## src/sv/keyframe_track_interpolator_unit_macros.svh

```systemverilog
// Assertion macros for the keyframe track interpolator.
`ifndef KEYFRAME_TRACK_INTERPOLATOR_UNIT_MACROS_SVH
`define KEYFRAME_TRACK_INTERPOLATOR_UNIT_MACROS_SVH

// Clocked property with the reset disable.
`define KTI_ASSERT(lbl, prop, msg) \
  lbl: assert property (@(posedge clk_i) disable iff (!rst_ni) prop) else $error(msg);

// Condition that must never hold at a clock edge.
`define KTI_NEVER(lbl, cond, msg) \
  lbl: assert property (@(posedge clk_i) disable iff (!rst_ni) !(cond)) else $error(msg);

`endif

```

## src/sv/kti_pkg.sv

```systemverilog
// Package with types, constants and helpers of the keyframe track interpolator.
`timescale 1ns / 1ps
package kti_pkg;

  localparam int Tracks       = 8;
  localparam int KeysPerTrack = 16;
  localparam int TrackW       = 3;
  localparam int SlotW        = 4;
  localparam int AddrW        = TrackW + SlotW;
  localparam int Depth        = Tracks * KeysPerTrack;
  localparam int MulW         = 34;
  localparam int ProdW        = 2 * MulW;
  localparam int CntW         = 6;

  localparam logic [1:0] CURVE_LINEAR  = 2'd1;
  localparam logic [1:0] CURVE_HERMITE = 2'd2;
  localparam logic       FINISH_HOLD   = 1'b0;

  typedef enum logic [2:0] {
    CMD_LOAD_KEY = 3'd0,
    CMD_LOAD_HDR = 3'd1,
    CMD_RESET    = 3'd2,
    CMD_STEP     = 3'd3,
    CMD_SEEK     = 3'd4
  } cmd_e;

  typedef enum logic [4:0] {
    S_IDLE, S_RST, S_RSTV, S_LAST, S_DUR, S_WALK, S_WCMP, S_END, S_MOD, S_SAVE,
    S_HOLDV, S_KA, S_LIN, S_KB, S_TDIV, S_M1, S_M2, S_M3, S_M4, S_M5, S_M6,
    S_M7, S_M8, S_M9, S_M10, S_FIN, S_OUT
  } state_e;

  typedef struct packed {
    logic [2:0]         cmd;
    logic [2:0]         track_sel;
    logic [3:0]         key_slot;
    logic [31:0]        key_time;
    logic signed [31:0] key_level;
    logic signed [31:0] key_gradient;
    logic [1:0]         curve_kind;
    logic [4:0]         keys_in_track;
    logic               finish_kind;
    logic [31:0]        frame_step;
  } item_t;

  typedef struct packed {
    logic [2:0]         out_track;
    logic signed [31:0] out_value;
    logic               out_last;
  } res_t;

  typedef struct packed {
    logic [31:0]        key_time;
    logic signed [31:0] key_level;
    logic signed [31:0] key_gradient;
    logic [1:0]         curve;
  } key_t;

  typedef struct packed {
    logic            start;
    logic [MulW-1:0] rem_init;
    logic [32:0]     dividend;
    logic [MulW-1:0] divisor;
    logic [CntW-1:0] steps;
  } div_req_t;

  function automatic logic signed [31:0] sat32(input logic signed [63:0] x);
    logic signed [31:0] r;
    if (x > 64'sd2147483647) begin
      r = 32'sh7fffffff;
    end else if (x < -64'sd2147483648) begin
      r = 32'sh80000000;
    end else begin
      r = x[31:0];
    end
    return r;
  endfunction

endpackage

```

## src/sv/kti_mul.sv

```systemverilog
// Shared signed multiplier with a registered product.
`timescale 1ns / 1ps
module kti_mul (
  input  logic                              clk_i,
  input  logic signed [kti_pkg::MulW-1:0]   a_i,
  input  logic signed [kti_pkg::MulW-1:0]   b_i,
  output logic signed [kti_pkg::ProdW-1:0]  p_o
);

  logic signed [kti_pkg::ProdW-1:0] p_q;

  always_ff @(posedge clk_i) begin
    p_q <= a_i * b_i;
  end

  assign p_o = p_q;

endmodule

```

## config.mk

```make
export PLATFORM = sky130hd
export DESIGN_NAME = kti_mul
export DESIGN_NICKNAME = d
export VERILOG_FILES = /design/src/sv/keyframe_track_interpolator_unit_macros.svh /design/src/sv/kti_pkg.sv /design/src/sv/kti_mul.sv
export SDC_FILE = /design/constraint.sdc
export NUM_CORES = 2
export LEC_CHECK = 0
export ABC_CLOCK_PERIOD_IN_PS = 15500
export BUFFER_PORTS_ARGS = -buffer_cell sky130_fd_sc_hd__buf_4
export CAP_MARGIN = 25
export CORE_MARGIN = 5
export CORE_UTILIZATION = 55
export DETAILED_ROUTE_END_ITERATION = 7
export PLACE_DENSITY = 0.69
export SKIP_LAST_GASP = 1
export SLEW_MARGIN = 0
export SYNTH_ARGS = -nofsm -noshare
export SYNTH_HDL_FRONTEND = slang
export SYNTH_SLANG_ARGS = --single-unit
```

## constraint.sdc

```tcl
create_clock -name clk_i -period 15.5 [get_ports clk_i]
set_clock_uncertainty 0.2 [all_clocks]
set_input_delay 0.775 -clock clk_i [delete_from_list [all_inputs] [get_ports clk_i]]
set_output_delay 0.775 -clock clk_i [all_outputs]
set_load 0.01 [all_outputs]
```

* Yosys cells after proc, flatten, opt, wreduce, memory -nomap -nowiden
Cells that the tools add are included.
Cells by class: $mul 1
Operators with widths (number):
- 34-bit by 34-bit multiplier with 68-bit output | 1
Word-level totals: output and inout bits 68, bits in registers 68, input port bits 69

* Longest topological paths before layout
depth after elaboration 1, depth in mapped cells 31

* Least setup slack after synthesis
No wires, ideal clock.
path kind input to register, start point input a_i[33] (netlist bit), end point register p_q (netlist bit p_o[65]), path buffers 2, stages 24, slack 7.035 ns, data required time 15.228 ns, arrival 8.193 ns, path through clkbuf_1 -> nand2_1 -> inv_1 -> fa_1 -> fa_1 -> fa_1 -> fa_1 -> inv_1 -> fa_1 -> fa_1 -> fa_1 -> fa_1 -> inv_1 -> ha_1 -> clkdlybuf4s50_2 -> nand3_1 -> or2_2 -> nor2_1 -> a221oi_1 -> o21ai_0 -> a31oi_2 -> nor2_2 -> o41ai_2 -> xnor2_1
Between the ends: cells in the longest elaborated chain, start to end 1
RTL lines:
- start: declaration | line kti_mul.sv:5 | input logic signed [kti_pkg::MulW-1:0] a_i,
- 34-bit by 34-bit multiplier with 68-bit output | line kti_mul.sv:13 | p_q <= a_i * b_i;
- end signal: assignment | line kti_mul.sv:13
- end: declaration | line kti_mul.sv:10 | logic signed [kti_pkg::ProdW-1:0] p_q;
No other way between the ends.

* Worst setup path in the final report
start point input b_i[7] (netlist bit), end point register p_q (netlist bit p_o[62])
Between the ends: cells in the longest elaborated chain, start to end 1
RTL lines:
- start: declaration | line kti_mul.sv:6 | input logic signed [kti_pkg::MulW-1:0] b_i,
- 34-bit by 34-bit multiplier with 68-bit output | line kti_mul.sv:13
No other way between the ends.

==> run summary <==
Synth Area in Compound Gates: 3.35%
Final worst path period need: 8.82 ns
Worst setup EP type: flip-flop
Global Route Usage Sum: 29.1%
Post-CTS Resized: 0
M3 GR Usage: 5.62%
H-tree levels: 3
Max_cap viols: 0
Worst-margin pin slew: 0.999 ns
Most Used Layer, Global Route: met2
DR WL/cell: 20.9 microns
Clock Sinks: 68
I/O pin cnt: 137
Clock-pin slew on the worst setup and hold paths: 0.08 ns
Final Hold Vio Count: 0
Most common cell in the netlist: fa_1
Status: completed
Count of pins over their slew limit: 0
Met2 Use GR: 47.6%
Synth-to-layout area growth: 4.23%
CTS tree: yes
Initial antenna violation count: 3
Worst hold path type: in -> reg
Port Buf Inserts: 136
Initial DRT Pass Iterations: 7
Routed WL: 115 mm
Mux contribution to synthesized area: 0%
Setup tns final: 0 ns
Leading area contributor after synthesis: fa_1
Post-synthesis simple-gate area fraction: 15.4%
Die Wd: 290 microns
Via density: 5.39
Met1 Use GR: 39.6%
Fillcell total: 6,889
Sequential share of the synthesized area: 3.16%
Num CTS Buffers: 9
Dpl hpwl: 88.5 mm
Cells after Synth: 4,554
Ys flop type: dfxtp_1
Ranking of synthesized cells by area: fa_1 (58%), inv_1 (11%), and2_1 (9.0%)
Max FFs per register: 68
Clock root cell: clkbuf_16
Grt ovf: 0
Seq cells post-synth: 68
Layout cells sized above 1: 4.30%
Hold path startpoint: a_i[0]
Worst EP arrival: 8.91 ns
DRC errors left: 0
Synth unique cells: 69
Syn_nets: 6,068
Adder-cell area share of the yosys netlist: 63.7%
Crit Path Category: in -> reg
Xor and xnor area share after synthesis: 1.61%
Post-synth EDFFs: 0
Gpl congestion: 0.921
CP Launch Point: b_i[7]
Top cells by count, synth: fa_1 (1,241), inv_1 (1,231), and2_1 (621)
Synthesis Warnings: 0
Unrepaired setup endpoints after global routing: false
Post-route clock period utilization: 56.9%
Post-synth ARST share: 0%
Die area: 83,900 sq um
Largest net degree at the start of global routing: 35
Synth top area share: 57.7%
Vias: 29,800
Critical Path Start Type: primary input
CP endpoint: p_o[62]
Total core area: 77,500 sq um
Fmax: 0.113 GHz
Initial Util: 55.5%
Row cnt: 102
Syn Area/Cell: 9.45 sq um
Critical Path RT: 15.59 ns
Vias in the first global route: 33,500
Combinational family with the most area after synthesis: adder cells
Crit-path max FO: 34
Hold buffers post-CTS: 0
Iter 0 DRT Violations: 1,739
Mapped Area: 43,000 sq um
ANT nets after route: 0
Final setup vio count: 0
CTS max path bufs: 2
First-pass GRT wire length: 187 mm
Slew margin rel.: 33.3%
Setup Buffers After CTS: 0
Final nets: 5,996
Die height: 290 microns
-- critical path: stages --
cell     delay, ns
buf_4         0.47
nand2_1       0.25
inv_1         0.16
fa_1          0.40
inv_1         0.23
fa_1          0.53
inv_1         0.17
fa_1          0.48
fa_1          1.19
fa_1          0.58
fa_1          0.51
fa_1          0.50
inv_1         0.05
fa_1          0.47
inv_1         0.05
ha_1          0.38
and2_1        0.30
nand2_1       0.11
o41ai_1       0.56
a31oi_4       0.11
o31ai_4       0.37
a21oi_2       0.09
xnor2_1       0.13
-- per-layer routing --
metal  part of all wire, %  vias up  routed length, microns
met5                     0        -                       0
met4                   3.9        0                    4550
met3                   7.9      293                    9070
met2                    48     1187                   55300
met1                    40    15700                   46400
li1                      -    12600                       -
-- layout by cell type, fill, tap and decap left out, types with 7 or more instances in the layout --
cell	synthesis	layout
xnor2_1	56	56
fa_1	1241	1241
a21oi_1	61	61
nand2_1	542	542
o21ai_0	31	31
inv_1	1231	1231
buf_4	4	144
ha_1	204	204
nand3_1	11	11
dfxtp_1	68	68
a21o_1	37	37
nand2b_1	20	20
a31oi_1	7	7
nor2_1	54	54
nand4_1	11	11
o21ai_1	7	7
xor2_1	23	23
clkbuf_16	0	9
o21bai_1	12	12
and2_1	621	621
nor2b_1	9	9
-- how the worst min path moves through the flow --
stage,slack (ns),end,cells after the start
floorplan,0.70,p_o[0],1
global placement,0.97,p_o[27],1
detailed placement,0.97,p_o[52],1
CTS,0.62,p_o[0],2
global route,0.64,p_o[0],2
finish,0.62,p_o[0],2
-- cell type report --
cell class                 instances  area (sq um)  share of cell area [%]
inverter                        1232          4620                    10.3
tap                             1040          1300                    2.90
antenna                            2          5.00                  0.0112
clock buffer                       9           225                   0.502
timing repair buffer             145          1110                    2.47
clock inverter                     7          82.6                   0.184
sequential                        68          1360                    3.04
multi-input combinational       3026         36100                    80.6
-- metrics by stage --
stage                     setup slack (ns)  area (sq um)  hold slack (ns)  util [%]  std cells
after global placement                6.38         44500            0.967      57.5       5510
after detailed placement              6.29         44500            0.966      57.5       5511
after floorplan                       7.03         43000            0.702         -       4554
after CTS                             6.70         44800            0.620      57.9       5527
after global routing                  6.29         44800            0.638      57.9       5527
final                                 6.68         44800            0.624      57.9       5529
-- cell families after synthesis --
| group | count (synthesis) |
|---|---|
| AOI/OAI and AO/OA | 206 |
| xor gates and xnor gates | 79 |
| adders and majority gates | 1445 |
| buffers and inverters | 1460 |
| DFF | 68 |
| and+or+nand+nor | 1296 |
Power is left out: the tool's default activity adds up to more than one toggle a clock period on the data nets, which glitch-free logic cannot reach.
