**src/sv/keyframe_track_interpolator_unit_macros.svh**
```systemverilog
// Assertion macros for the keyframe track interpolator.
`ifndef KEYFRAME_TRACK_INTERPOLATOR_UNIT_MACROS_SVH
`define KEYFRAME_TRACK_INTERPOLATOR_UNIT_MACROS_SVH

// Clocked property with the reset disable.
`define KTI_ASSERT(lbl, prop, msg) \
  lbl: assert property (@(posedge clk_i) disable iff (!rst_ni) prop) else $error(msg);

// Condition that must never hold at a clock edge.
`define KTI_NEVER(lbl, cond, msg) \
  lbl: assert property (@(posedge clk_i) disable iff (!rst_ni) !(cond)) else $error(msg);

`endif

```
**src/sv/kti_pkg.sv**
```systemverilog
// Package with types, constants and helpers of the keyframe track interpolator.
`timescale 1ns / 1ps
package kti_pkg;

  localparam int Tracks       = 8;
  localparam int KeysPerTrack = 16;
  localparam int TrackW       = 3;
  localparam int SlotW        = 4;
  localparam int AddrW        = TrackW + SlotW;
  localparam int Depth        = Tracks * KeysPerTrack;
  localparam int MulW         = 34;
  localparam int ProdW        = 2 * MulW;
  localparam int CntW         = 6;

  localparam logic [1:0] CURVE_LINEAR  = 2'd1;
  localparam logic [1:0] CURVE_HERMITE = 2'd2;
  localparam logic       FINISH_HOLD   = 1'b0;

  typedef enum logic [2:0] {
    CMD_LOAD_KEY = 3'd0,
    CMD_LOAD_HDR = 3'd1,
    CMD_RESET    = 3'd2,
    CMD_STEP     = 3'd3,
    CMD_SEEK     = 3'd4
  } cmd_e;

  typedef enum logic [4:0] {
    S_IDLE, S_RST, S_RSTV, S_LAST, S_DUR, S_WALK, S_WCMP, S_END, S_MOD, S_SAVE,
    S_HOLDV, S_KA, S_LIN, S_KB, S_TDIV, S_M1, S_M2, S_M3, S_M4, S_M5, S_M6,
    S_M7, S_M8, S_M9, S_M10, S_FIN, S_OUT
  } state_e;

  typedef struct packed {
    logic [2:0]         cmd;
    logic [2:0]         track_sel;
    logic [3:0]         key_slot;
    logic [31:0]        key_time;
    logic signed [31:0] key_level;
    logic signed [31:0] key_gradient;
    logic [1:0]         curve_kind;
    logic [4:0]         keys_in_track;
    logic               finish_kind;
    logic [31:0]        frame_step;
  } item_t;

  typedef struct packed {
    logic [2:0]         out_track;
    logic signed [31:0] out_value;
    logic               out_last;
  } res_t;

  typedef struct packed {
    logic [31:0]        key_time;
    logic signed [31:0] key_level;
    logic signed [31:0] key_gradient;
    logic [1:0]         curve;
  } key_t;

  typedef struct packed {
    logic            start;
    logic [MulW-1:0] rem_init;
    logic [32:0]     dividend;
    logic [MulW-1:0] divisor;
    logic [CntW-1:0] steps;
  } div_req_t;

  function automatic logic signed [31:0] sat32(input logic signed [63:0] x);
    logic signed [31:0] r;
    if (x > 64'sd2147483647) begin
      r = 32'sh7fffffff;
    end else if (x < -64'sd2147483648) begin
      r = 32'sh80000000;
    end else begin
      r = x[31:0];
    end
    return r;
  endfunction

endpackage

```
**src/sv/kti_div.sv**
```systemverilog
// Bit-serial restoring divider shared by the wrap and the Hermite t computation.
`timescale 1ns / 1ps
module kti_div (
  input  logic                        clk_i,
  input  logic                        rst_ni,
  input  kti_pkg::div_req_t           req_i,
  output logic                        busy_o,
  output logic [15:0]                 quot_o,
  output logic [kti_pkg::MulW-1:0]    rem_o
);

  logic [kti_pkg::CntW-1:0] cnt_q;
  logic [kti_pkg::MulW-1:0] rem_q, dsr_q, rem_sh;
  logic [32:0]              dvd_q;
  logic [15:0]              quot_q;
  logic                     ge;

  assign rem_sh = {rem_q[kti_pkg::MulW-2:0], dvd_q[32]};
  assign ge     = rem_sh >= dsr_q;

  always_ff @(posedge clk_i or negedge rst_ni) begin
    if (!rst_ni) begin
      cnt_q <= '0;
    end else if (req_i.start) begin
      cnt_q <= req_i.steps;
    end else if (cnt_q != '0) begin
      cnt_q <= cnt_q - 1'b1;
    end
  end

  always_ff @(posedge clk_i) begin
    if (req_i.start) begin
      rem_q  <= req_i.rem_init;
      dvd_q  <= req_i.dividend;
      dsr_q  <= req_i.divisor;
      quot_q <= '0;
    end else if (cnt_q != '0) begin
      rem_q  <= ge ? rem_sh - dsr_q : rem_sh;
      dvd_q  <= {dvd_q[31:0], 1'b0};
      quot_q <= {quot_q[14:0], ge};
    end
  end

  assign busy_o = cnt_q != '0;
  assign quot_o = quot_q;
  assign rem_o  = rem_q;

endmodule

```
**config.mk**
```make
export PLATFORM = sky130hd
export DESIGN_NAME = kti_div
export DESIGN_NICKNAME = d
export VERILOG_FILES = /design/src/sv/keyframe_track_interpolator_unit_macros.svh /design/src/sv/kti_pkg.sv /design/src/sv/kti_div.sv
export SDC_FILE = /design/constraint.sdc
export NUM_CORES = 1
export LEC_CHECK = 0
export BUFFER_PORTS_ARGS = -buffer_cell sky130_fd_sc_hd__clkbuf_2
export CAP_MARGIN = 10
export CORE_ASPECT_RATIO = 1.25
export CORE_MARGIN = 2
export CORE_UTILIZATION = 55
export DETAILED_ROUTE_END_ITERATION = 8
export HOLD_SLACK_MARGIN = 0.15
export PLACE_DENSITY_LB_ADDON = 0.2
export REMOVE_ABC_BUFFERS = 1
export SYNTH_ARGS = -nofsm -noshare
export SYNTH_HDL_FRONTEND = slang
export SYNTH_SLANG_ARGS = --single-unit
```
**constraint.sdc**
```tcl
create_clock -name clk_i -period 3.7 [get_ports clk_i]
set_input_delay 0.37 -clock clk_i [delete_from_list [all_inputs] [get_ports clk_i]]
set_output_delay 0.37 -clock clk_i [all_outputs]
set_load 0.005 [all_outputs]
```
Word-level counts from Yosys, hierarchy flattened

Cells that the tools add are included.

Flip-flop bits (word level): 123
Bits in latches: 0
Bits in writable memories: 0
ROM bits: 0
Input bits: 110
Word-level logic and storage cells: 17
Memories kept: 0

Add/subtract/negate cells: 2
Multiply operators: 0
Div/mod/pow operators: 0
Order comparisons: 1
Equality and inequality tests: 0
Shift operators: 0
Muxes and demuxes: 7
Bitwise gates (word level): 0
Reductions and logical operators: 2

Operator list:

| kind                                              | number |
|---|---|
| two-way mux 34 bit                                | 3 |
| two-way mux 33 bit                                | 2 |
| >= comparator 34 bit                              | 1 |
| subtractor 34 bit                                 | 1 |
| two-way mux 6 bit                                 | 2 |
| nonzero test 6 bit                                | 1 |
| subtractor 6 x 1 -> 6 bit (second input constant) | 1 |
| nonzero test 2 bit                                | 1 |

Logic depth before layout (Yosys ltp)

Depth in word-level cells: 4
Gate-level depth with buffers: 13
Gate-level depth less buffers: 11

Least setup slack after synthesis

OpenSTA, ideal clock, no wires.

Path kind: register to register
Start point: reg cnt_q[0] in the netlist's numbering
End point: reg dvd_q[0], enable pin
Library setup time: 707 ps
Arrival: 2537 ps
Data required time: 2993 ps
Setup slack: 456 ps
Cell stages (with the launch flop): 7
Cells stage by stage: dfrtp_1 inv_1 ha_1 nand2b_1 nor4_1 clkbuf_1 nand2_1

Longest elaborated chain between the ends: 2

Ends and longest elaborated chain:

| what                                | RTL line      | text |
|---|---|---|
| from (decl)                         | kti_div.sv:12 | `logic [kti_pkg::CntW-1:0] cnt_q;` |
| from (signal assigned)              | kti_div.sv:25 | `cnt_q <= req_i.steps;` |
| from (signal assigned)              | kti_div.sv:27 | `cnt_q <= cnt_q - 1'b1;` |
| nonzero test 6 bit                  | kti_div.sv:37 | `end else if (cnt_q != '0) begin` |
| nonzero test 2 bit (no source line) | -             |  |
| to (signal assigned)                | kti_div.sv:34 | `dvd_q <= req_i.dividend;` |
| to (signal assigned)                | kti_div.sv:39 | `dvd_q <= {dvd_q[31:0], 1'b0};` |
| to (decl)                           | kti_div.sv:14 | `logic [32:0] dvd_q;` |

Every way passes these cells.
A chain may end at the register's enable or synchronous reset.

Final worst setup path

Start point: reg rem_q, in the netlist rem_o[11]
End point: reg rem_q, in the netlist rem_o[0], data pin

Longest elaborated chain between the ends: 4

Ends and longest elaborated chain:

| what                   | RTL line      | text |
|---|---|---|
| from (decl)            | kti_div.sv:13 | `logic [kti_pkg::MulW-1:0] rem_q, dsr_q, rem_sh;` |
| from (signal assigned) | kti_div.sv:33 | `rem_q <= req_i.rem_init;` |
| from (signal assigned) | kti_div.sv:38 | `rem_q <= ge ? rem_sh - dsr_q : rem_sh;` |
| >= comparator 34 bit   | kti_div.sv:19 | `assign ge = rem_sh >= dsr_q;` |
| two-way mux 34 bit     | kti_div.sv:38 |  |
| two-way mux 34 bit     | kti_div.sv:37 |  |
| two-way mux 34 bit     | kti_div.sv:32 | `if (req_i.start) begin` |

Every way passes these cells. The select of a mux whose other input is x is not followed.

==> run summary <==
RSZ-0062 raised after global routing: no
Initial DRC Count: 245
io pins: 161
Clock Latency Late Sink: 410 ps
gp weighted congestion: 0.918
slew of the pin with the lowest slew margin: 791 ps
total chip power: 6.39 mW
Gate Count Post-Synth: 684
most common cell after layout, fill and taps aside: clkbuf_2
post-synth cell types: 70
reg2reg path depth: 9
total track usage: 0.258
CTS Buffer Depth: 2
CP max FO: 29
Inserted Clock Buffers: 17
Site Rows: 46
WL per Instance: 16.9 µm
ant diodes: 0
r2r setup slk: 420 ps
required time of the critical path: 3860 ps
f_max: 305 MHz
relative slew slack: 0.471
die area: 0.0139 mm²
post-synthesis sequential area ratio: 0.490
number of cells on the critical path: 9
cts repair resizes: 0
CTS H-tree depth: 4
GR peak layer: met2
worst min path class: input port to register
post-layout util: 0.703
CP Class: register to register
via count: 5917
routed wire length: 17.8 mm
largest cells by area after synthesis: edfxtp_1, ha_1, mux2_2
syn avg cell area: 10.5 µm²
Initial Util: 0.562
Slew Viols, Final: 0
post-route antenna net violation count: 0
Worst-path clk slew: 50 ps
most used cell, CP: nand4_1
Core ar.: 0.0127 mm²
Worst Path Arrival: 3440 ps
Setup violations, final: 0
HPWL after detailed placement: 12.6 mm
largest stage delay on the critical path: 460 ps
GR Util met1: 0.288
status: completed
grt met3 use: 0.0680
leading register cell type out of synthesis: edfxtp_1
clock sink count: 123
crit share post-route: 0.887
die boundary width: 106 µm
Layout Skew: 10.1 ps
largest net degree at the start of global routing: 64
Synth async-reset ratio: 0.0488
post-synth design cell area: 0.00715 mm²
Peak supply drop: 0.000422 V
ratio of cells with drive above 1 in the final layout: 0.279
final hold viol count: 0
DRT Pass-1 Iters: 5
fin nets: 1017
pwr dens: 715 mW/mm²
CP Cell Sequence: ha_1 > nand4_1 > nor4_1 > nand4_1 > a31oi_1 > o21a_1 > or3_4 > mux2i_1 > mux2_2
I/O Buffers: 160
via-per-instance ratio: 5.62
max-cap violation count: 0
Die Y: 131 µm
CP max-delay cell: edfxtp_1
commonest cells after routing, fill and taps aside: clkbuf_2, edfxtp_1, nand2_1
Seq cells post-synth: 123
hold path cells: 3
WP buf/inv: 0
Post-synth EDFFs: 101
global route overflow: 0
Area Growth Syn to Fin: 25.0%
crit path time final: 3280 ps
share of the synthesized area in the top cell type: 0.424
Leak: 3.88 nW
initial antenna violation count: 0
vias in the first global route: 6071
CP Capture Type: register
met2 Use GR: 0.463
Synth Warn #: 0
leading area contributor after synthesis: edfxtp_1
Root Driver: clkbuf_16
CP delay by family, top: simple AND/OR/NAND/NOR gates
startpoint types: register
first-pass GRT wire length: 28.5 mm
DRC Markers: 0
TritonCTS clock tree: yes
[synth_stat cells (4+ instances only)]
cell,instances
o21ai_1,5
nand2_1,85
nor2_1,31
nand3_1,11
xnor2_1,15
and3_1,5
edfxtp_1,101
a21oi_1,78
or3_1,4
ha_1,35
buf_2,6
buf_6,5
o21ai_0,31
o21a_1,5
clkbuf_1,16
a2bb2oi_1,26
a21o_1,9
dfrtp_1,6
inv_1,45
a31oi_1,7
xor2_1,9
a211oi_1,4
nor3_1,12
nand2b_1,5
dfxtp_1,16
mux2_2,35
nand4_1,12
[per-stage QoR]
step	hold slack, ps	instances	TNS, ps	area, µm²	setup WS, ps
3_3_place_gp	198	985	0	8020	522
4_1_cts	157	1052	0	8940	439
2_1_floorplan	74.4	650	-74620	6930	-1110
6_report	167	1052	0	8940	417
3_5_place_dp	198	985	0	8020	491
5_1_grt	172	1052	0	8940	236
[state kept, by name, summed over array words and instances (netlist names)]
name and flops:
dsr_q 34, rem_o 34, quot_o 16, dvd_q 33, cnt_q 6
[report_power, final]
part / internal, mW / switching [mW]
registers: 1.84 / 0.197
clock network: 0.989 / 0.587
logic: 1.16 / 1.61
[worst reg2reg max path, stage by stage, from the launching register on]
cell and delay (ps):
edfxtp_1 460, ha_1 450, nand4_1 210, nor4_1 430
nand4_1 190, a31oi_1 200, o21a_1 240, or3_4 400
mux2i_1 170, mux2_2 290
[cell type report]
type	count	area [µm²]
Clock buffer	27	536
Clock inverter	5	32.5
Sequential cell	123	3500
Fill cell	976	3780
Tap cell	168	210
Inverter	46	173
Multi-Input combinational cell	481	3270
Timing Repair Buffer	202	1220
[final timing paths]
check                          start   endpoint
max                        rem_o[11]   rem_o[0]
min                         req_i[5]   cnt_q[5]
max reg2reg                rem_o[11]   rem_o[0]
min reg2reg                quot_o[6]  quot_o[6]
max in group asynchronous     rst_ni   cnt_q[1]
min in group asynchronous     rst_ni   cnt_q[3]
[what timing repair did]
| action | 4_1_cts | 5_1_grt |
|---|---|---|
| hold endpoints to repair | 40 | 0 |
| setup buffers | 0 | 0 |
| hold buffers | 35 | 0 |
[logic make-up after synthesis]
group | after synthesis | share of synthesized area
fa+ha+maj | 36 | 0.0640
xor+xnor | 24 | 0.0294
mux | 38 | 0.0593
buf+inv | 80 | 0.0553
simple gates | 189 | 0.127
flops | 123 | 0.490
compound gates | 194 | 0.175
[metal layers]
metal	routed length [µm]	up-vias
met4	379	0
met2	9400	172
met5	0	-
met3	920	27
met1	7100	2825
li1	-	2893
Note: power is estimated with default switching activity, not from simulation.
